[src/hw/rtl/ppb_pkg.sv]
// Types and constants of the projected point bounding box.
`timescale 1ns / 1ps
`default_nettype none

package ppb_pkg;

   // Width of the projection sums and of the divider.
   localparam int DIV_BITS = 52;
   localparam int DIV_CNT_BITS = $clog2(DIV_BITS);

   // Low-res to high-res remap.
   localparam int LR_WIDTH = 512;
   localparam int LR_HEIGHT = 424;
   localparam int LR_TOP = 19;
   localparam int LR_BOTTOM = 35;
   localparam int HR_WIDTH = 1920;
   localparam int HR_LEFT = 255;
   localparam int HR_RIGHT = 157;
   localparam int HR_HEIGHT = 1080;
   localparam int HR_ACTUAL_W = HR_WIDTH - HR_LEFT - HR_RIGHT;
   localparam int LR_ACTUAL_H = LR_HEIGHT - LR_TOP - LR_BOTTOM;

   localparam logic [23:0] LIMITS_RESET = 24'd4425600;

   // Register indexes.
   localparam logic [2:0] REG_ROW0_LOW  = 3'd0;
   localparam logic [2:0] REG_ROW0_HIGH = 3'd1;
   localparam logic [2:0] REG_ROW1_LOW  = 3'd2;
   localparam logic [2:0] REG_ROW1_HIGH = 3'd3;
   localparam logic [2:0] REG_ROW2_LOW  = 3'd4;
   localparam logic [2:0] REG_ROW2_HIGH = 3'd5;
   localparam logic [2:0] REG_HIRES     = 3'd6;
   localparam logic [2:0] REG_LIMITS    = 3'd7;

   typedef enum logic [8:0] {
      ST_IDLE  = 9'b000000001,
      ST_MUL   = 9'b000000010,
      ST_DRAIN = 9'b000000100,
      ST_CHECK = 9'b000001000,
      ST_DIV   = 9'b000010000,
      ST_RMUL  = 9'b000100000,
      ST_RDIV  = 9'b001000000,
      ST_TRACK = 9'b010000000,
      ST_EMIT  = 9'b100000000
   } state_type;

   typedef struct packed {
      logic       load;
      logic       mul_en;
      logic [1:0] mul_row;
      logic [1:0] mul_term;
      logic       div_start;
      logic       remap_mul;
      logic       take_proj;
      logic       take_remap;
      logic       track;
      logic       emit;
   } cmd_type;

   typedef struct packed {
      logic w_zero;
      logic div_done;
      logic hires;
   } status_type;

endpackage

`default_nettype wire

[src/hw/rtl/ppb_ctrl.sv]
// Controller: sequences the multiply, divide, remap and tracking of each point, and emits the box at a cloud's end.
`timescale 1ns / 1ps
`default_nettype none

module ppb_ctrl (
   input  wire logic                 clock,
   input  wire logic                 reset,
   input  wire logic                 req_tvalid,
   output logic                      req_tready,
   input  wire logic                 req_tlast,
   output logic                      rsp_tvalid,
   input  wire logic                 rsp_tready,
   input  wire ppb_pkg::status_type  status,
   output ppb_pkg::cmd_type          cmd
);

   ppb_pkg::state_type state_ff, state_in;
   logic [1:0] row_ff, row_in, term_ff, term_in;
   logic       last_ff;
   logic       vld_ff;
   logic       out_free;

   assign out_free = !vld_ff || rsp_tready;

   always_comb begin
      state_in = state_ff;
      row_in   = row_ff;
      term_in  = term_ff;
      cmd      = '0;
      cmd.mul_row  = row_ff;
      cmd.mul_term = term_ff;
      unique case (state_ff)
         ppb_pkg::ST_IDLE: begin
            if (req_tvalid) begin
               cmd.load = 1'b1;
               row_in   = 2'd0;
               term_in  = 2'd0;
               state_in = ppb_pkg::ST_MUL;
            end
         end
         ppb_pkg::ST_MUL: begin
            cmd.mul_en = 1'b1;
            if (term_ff == 2'd2) begin
               term_in = 2'd0;
               row_in  = row_ff + 2'd1;
               if (row_ff == 2'd2) state_in = ppb_pkg::ST_DRAIN;
            end else begin
               term_in = term_ff + 2'd1;
            end
         end
         ppb_pkg::ST_DRAIN: state_in = ppb_pkg::ST_CHECK;
         ppb_pkg::ST_CHECK: begin
            if (status.w_zero) begin
               state_in = ppb_pkg::ST_TRACK;
            end else begin
               cmd.div_start = 1'b1;
               state_in      = ppb_pkg::ST_DIV;
            end
         end
         ppb_pkg::ST_DIV: begin
            if (status.div_done) begin
               cmd.take_proj = 1'b1;
               state_in = status.hires ? ppb_pkg::ST_RMUL : ppb_pkg::ST_TRACK;
            end
         end
         ppb_pkg::ST_RMUL: begin
            cmd.remap_mul = 1'b1;
            state_in      = ppb_pkg::ST_RDIV;
         end
         ppb_pkg::ST_RDIV: begin
            cmd.take_remap = 1'b1;
            state_in       = ppb_pkg::ST_TRACK;
         end
         ppb_pkg::ST_TRACK: begin
            cmd.track = 1'b1;
            state_in  = last_ff ? ppb_pkg::ST_EMIT : ppb_pkg::ST_IDLE;
         end
         ppb_pkg::ST_EMIT: begin
            if (out_free) begin
               cmd.emit = 1'b1;
               state_in = ppb_pkg::ST_IDLE;
            end
         end
         default: state_in = ppb_pkg::ST_IDLE;
      endcase
   end

   always_ff @(posedge clock) begin
      if (reset) begin
         state_ff <= ppb_pkg::ST_IDLE;
         row_ff   <= '0;
         term_ff  <= '0;
         last_ff  <= 1'b0;
         vld_ff   <= 1'b0;
      end else begin
         state_ff <= state_in;
         row_ff   <= row_in;
         term_ff  <= term_in;
         if (cmd.load) last_ff <= req_tlast;
         if (cmd.emit) vld_ff <= 1'b1;
         else if (rsp_tready) vld_ff <= 1'b0;
      end
   end

   assign req_tready = (state_ff == ppb_pkg::ST_IDLE);
   assign rsp_tvalid = vld_ff;

endmodule

`default_nettype wire

[config.mk]
export PLATFORM = sky130hd
export DESIGN_NAME = ppb_ctrl
export DESIGN_NICKNAME = d
export VERILOG_FILES = /design/src/hw/rtl/ppb_pkg.sv /design/src/hw/rtl/ppb_ctrl.sv
export SDC_FILE = /design/constraint.sdc
export NUM_CORES = 1
export LEC_CHECK = 0
export ABC_AREA = 1
export BUFFER_PORTS_ARGS = -buffer_cell sky130_fd_sc_hd__buf_2
export CAP_MARGIN = 20
export CORE_ASPECT_RATIO = 0.9
export CORE_MARGIN = 1.5
export CORE_UTILIZATION = 52
export DETAILED_ROUTE_END_ITERATION = 12
export GPL_ROUTABILITY_DRIVEN = 0
export MAX_ROUTING_LAYER = met4
export PLACE_DENSITY = 0.86
export SYNTH_ARGS = -nofsm -noshare
export SYNTH_HDL_FRONTEND = slang
export SYNTH_SLANG_ARGS = --single-unit
[constraint.sdc]
create_clock -name clock -period 1.5 [get_ports clock]
set_input_delay 0.075 -clock clock [delete_from_list [all_inputs] [get_ports clock]]
set_output_delay 0.075 -clock clock [all_outputs]
set_load 0.01 [all_outputs]
==> results.txt, run 1 <==
Final Power - 1486 µW
Synthesis Warnings - 0
Final-report hold violation count - 0
CTS sink cnt - 15
Vias per Instance - 5.188
Mapped Cells - 148
Worst Tran Pin Value - 252.4 ps
Die footprint - 2141 µm²
Pwr dens - 1250 nW/µm²
Max-slew headroom - 0.8311
Via count - 1022
Crit path DAT - 1390 ps
Status - finished, final reports clean
Post-route antenna net violation count - 0
H-tree Lvls - 1
Root Buffer Master - clkbuf_4
CTS tree - yes
ANT cells - 0
Worst setup margin - 31.75 ps
RSZ-0062 raised after global routing - yes
IO Count - 22
Final Setup Violations - 0
Hold Path Class - input port to flip-flop
Dominant synthesized flop cell - dfxtp_1
Initial Util - 0.5671
Worst vdd ir - 1.071 mV
Fin Clk Skew - 4.015 ps
Fin Setup TNS - 0 ps
Post-Route WL - 2359 µm
Crit-path max FO - 5
DRT Pass-1 Iters - 4
Total leakage power - 0.0006356 µW
Most used cell, CP - nor2_4
Crit path time final - 1468 ps
Max-cap violation count - 0
Wire length per cell - 11.97 µm
First-pass GRT wire length - 3781 µm
Non-Filler Instances - 197
Fmax achieved - 681.1 MHz
Slowest cell on the critical path - dfxtp_4
DR iter-0 viols - 15
DRC viols - 0
Nets - 183
Crit Path Category - flip-flop to primary output
Sequential-to-total area share from yosys stat - 0.3085
Antenna violations before repair - 0
CP Cell Sequence - nor2_4 > nand2_4 > nor2_8 > nand2_2 > nor2_4 > buf_2
Total track usage - 0.2391
Longest Clk Path Bufs - 2
Startpoint Class - flip-flop
P&R area growth vs syn - 22.11%
Clock Pin Slew Worst Setup and Hold Paths - 90 ps
Post-Place Cells - 191
Die Height - 44.05 µm
Area of the core - 1717 µm²
Rows - 14
Avg Inst Size Synth - 6.577 µm²
CP required - 1420 ps
Overflow after GRT - 0
Largest net degree at the start of global routing - 9
Post-Syn Area - 973.4 µm²
Worst hold margin - 54.23 ps
Clk_lat worst skew - 290 ps
Ratio of cells with drive above 1 in the final layout - 0.3584
CP max stage delay - 370 ps
Half-perimeter wire length after placement - 1828 µm
Post-synth ARST share - 0
Total CTS buffers - 3
Port bufs - 21
Vias in the first global route - 960
Max-slew violation count - 0
Number of synthesized flops with an enable pin - 0
Synth Register Bits - 15
Die span in x - 48.61 µm
Syn Nets - 157
Distinct cells, synth - 25
Pre-CTS WS - 97.02 ps
Crit end category - primary output
Period utilization - 0.9788
layer usage:
| layer | GRT usage | part of all wire | up-vias |
|---|---|---|---|
| met3 | 0.04054 | 0.063 | 8 |
| met1 | 0.2367 | 0.39 | 461 |
| li1 | - | - | 514 |
| met4 | 0.1257 | 0.025 | 0 |
| met2 | 0.4575 | 0.52 | 39 |
| met5 | - | 0 | - |
flip-flops by register name, summed over array words and instances (netlist names):
name        count
last_ff         1
row_ff          2
rsp_tvalid      1
state_ff        9
term_ff         2
cell type report:
class                      count  area (µm²)
clock buffer                   4       26.28
fill                         164       528.0
inverter                      28       110.1
multi-input combinational    103       591.8
sequential                    15       304.0
tap                           24       30.03
timing repair buffer          23       126.4
cell usage in the layout (no fill, tap or decap), drive strengths merged:
master	count
clkbuf	4
nor3	3
nand2	35
clkinv	1
inv	27
a21oi	8
o21ai	6
ha	1
o21a	1
dfxtp	15
buf	23
nor2	31
nand4	1
nand3	17
path summary, 6_finish.rpt:
check | startpoint | to | slack [ps] | cells after the start
max | state_ff[4] | cmd[5] | 30 | 6
min | reset | row_ff[1] | 50 | 2
max reg2reg | state_ff[4] | state_ff[5] | 100 | 9
min reg2reg | last_ff | state_ff[8] | 480 | 2
logic make-up (layout without fill, tap and decap cells):
logic type / count (synthesis) / after routing / synth area share
simple gates: 87 / 87 / 0.4627
buf+inv: 30 / 55 / 0.1247
compound gates: 15 / 15 / 0.09126
flops: 15 / 15 / 0.3085
fa+ha+maj: 1 / 1 / 0.01285
metrics by stage:
stage	utilization	instance area, µm²
floorplan	-	973.4
global placement	0.6392	1097
detailed placement	0.6392	1097
CTS	0.6604	1134
global route	0.6924	1189
finish	0.6924	1189
critical path, delay by kind of cell, from the launching register on:
kind                   cells  cell delay [ps]
buffers and inverters      1              130
flip-flops                 1              370
AND/OR/NAND/NOR            5              600
power by group:
group	leakage, µW	total (µW)	switching (µW)	internal [µW]
Combinational	0.000498	755	488	267
Clock	0.0000150	236	133	104
Sequential	0.000123	495	42.3	453
Total	0.000636	1490	663	824
synth_stat cells, types with 2 or more instances:
cell / number / area share
o21ai_1: 2 / 0.010
inv_2: 5 / 0.019
nor2_4: 4 / 0.046
nor2_1: 25 / 0.096
inv_1: 22 / 0.085
dfxtp_1: 15 / 0.31
nand2_1: 28 / 0.11
nor3_2: 2 / 0.021
nand3_1: 14 / 0.072
nand2_2: 6 / 0.039
o21ai_0: 2 / 0.010
o21ai_2: 2 / 0.018
nand3_2: 3 / 0.031
a21oi_1: 7 / 0.036
timing repair:
| action | CTS | global route |
|---|---|---|
| endpoints found under the setup margin | 2 | 11 |
| pin swaps | 0 | 3 |
| gates resized for setup | 2 | 12 |
| buffers inserted | 0 | 2 |
| hold buffers | 0 | 0 |
Power figures use the tool's default switching activity.
==> run 2: changes to the inputs <==
CORE_UTILIZATION = 56   (was 52)
PLACE_DENSITY = 0.91   (was 0.86)
TNS_END_PERCENT = 100   (was not set)
clock period = 1.9 ns   (was 1.5 ns; I/O delays follow)
==> results.txt, run 2 (synthesis results as in run 1) <==
Top Metal Used - met4
First-pass GRT wire length - 3726 µm
Met3 WL - 124 µm
Final non-filler cell area - 1125 µm²
Max-slew headroom - 0.8189
IO Count - 22
Resize count post-CTS - 0
Startpoint Class - flip-flop
Vias in the first global route - 936
CP required - 1800 ps
Vias per Instance - 5.154
Crit Path Category - flip-flop to primary output
P&R area growth vs syn - 15.55%
DR iter-0 viols - 12
Post-route antenna net violation count - 0
Largest net degree at the start of global routing - 10
Combinational power share - 0.499
Most frequent cells in the layout - 28 x nand2_1, 25 x nor2_1, 22 x inv_1
Clock power frac - 0.159
Half-perimeter wire length after placement - 1802 µm
Clock Pin Slew Worst Setup and Hold Paths - 90 ps
Die Height - 42.55 µm
CTS sink cnt - 15
Initial Util - 0.5912
DRT Pass-1 Iters - 4
Largest Register - state_ff
Setup Buffers After CTS - 0
Fill count - 147
Non-Filler Instances - 195
Nets - 181
CP max stage delay - 350 ps
Post-Route WL - 2183 µm
Post-Place Cells - 191
Total CTS buffers - 3
Flop pwr share - 0.342
Fin Clk Skew - 2.706 ps
Commonest non-fill, non-tap cell in the layout - nand2_1
Fin Setup TNS - 0 ps
Post-Place Cell Area - 1097 µm²
Crit path DAT - 1440 ps
Via count - 1005
Die footprint - 1998 µm²
Max reg flops - 9
Switching Share - 0.4440
Crit path time final - 1534 ps
Worst Tran Pin Value - 271.4 ps
CTS tree - yes
Area of the core - 1647 µm²
Final Setup Violations - 0
Post-CTS Hold Fix Bufs - 0
Hold Path Class - input port to flip-flop
Wire length per cell - 11.19 µm
Longest Clk Path Bufs - 2
Overflow after GRT - 0
Root Buffer Master - clkbuf_4
Final Power - 1147 µW
Met2 wire length - 1118 µm
Top Registers - state_ff (9), row_ff (2), term_ff (2)
Crit-path max FO - 6
Pwr dens - 1019 nW/µm²
Die span in x - 46.95 µm
Cell internal pwr - 637.5 µW
Antenna violations before repair - 0
Total leakage power - 0.0006201 µW
Final-report hold violation count - 0
Worst vdd ir - 0.7939 mV
Fmax achieved - 652.0 MHz
Rows - 14
NetSw - 509.1 µW
Slowest cell on the critical path - dfxtp_1
ANT cells - 0
Final Util - 0.6831
Port bufs - 21
RSZ-0062 raised after global routing - no
Clk_lat worst skew - 280 ps
Crit end category - primary output
Max-slew violation count - 0
Total track usage - 0.2630
Met1 wire length - 899 µm
Max-cap violation count - 0
Period utilization - 0.8072
Status - finished, final reports clean
Ratio of cells with drive above 1 in the final layout - 0.3041
CP Cell Sequence - nor2_4 > nand2_2 > nor2_8 > nand2_1 > nor2_1 > buf_2
H-tree Lvls - 1
DRC viols - 0
run 2: cell types whose count changed in the layout (fill, tap and decap cells not counted), sizes merged:
cell    previous run  this run
clkbuf             4         3
clkinv             1         2
buf               23        21
run 2: path summary, 6_finish.rpt:
kind                                  start          end  slack [ps]  depth (start not counted)
worst max-delay path            state_ff[5]       cmd[5]         370                          6
worst min-delay path             rsp_tready   rsp_tvalid          80                          4
worst max register to register  state_ff[6]  state_ff[2]         500                          8
worst min register to register      last_ff  state_ff[8]         480                          2
run 2: layout make-up:
class	count	area, µm²	area share
clock buffers	3	22.52	0.02002
clock inverters	1	5.005	0.004449
inverters	28	110.1	0.09789
multi-input cells	103	551.8	0.4905
flip-flops and latches	15	300.3	0.2670
well taps	24	30.03	0.02670
repair buffers	21	105.1	0.09344
run 2: worst max-delay path: cells and delay by family (launching register included):
family	cells	cell delay, ps
buf+inv	1	170
flops	1	350
simple gates	5	630
run 2: power groups by stage:
stage	logic [µW]	registers [µW]	clock network, µW
6_report	572	392	182
5_1_grt	643	399	199
4_1_cts	569	392	185
3_5_place_dp	565	399	0
3_3_place_gp	547	397	0
2_1_floorplan	439	401	0
run 2: metal layers:
metal | up-vias | global-route usage
met3 | 7 | 0.05603
met5 | - | -
met4 | 0 | 0.1444
met2 | 32 | 0.4082
met1 | 463 | 0.3067
li1 | 503 | -
run 2: through the flow:
stage                     setup slack [ps]  hold WS, ps
after global placement               531.1        375.4
after CTS                            371.7        78.78
after detailed placement             525.8        384.3
final                                366.3        81.96
after floorplan                      659.9        244.9
after global routing                 250.3        92.39
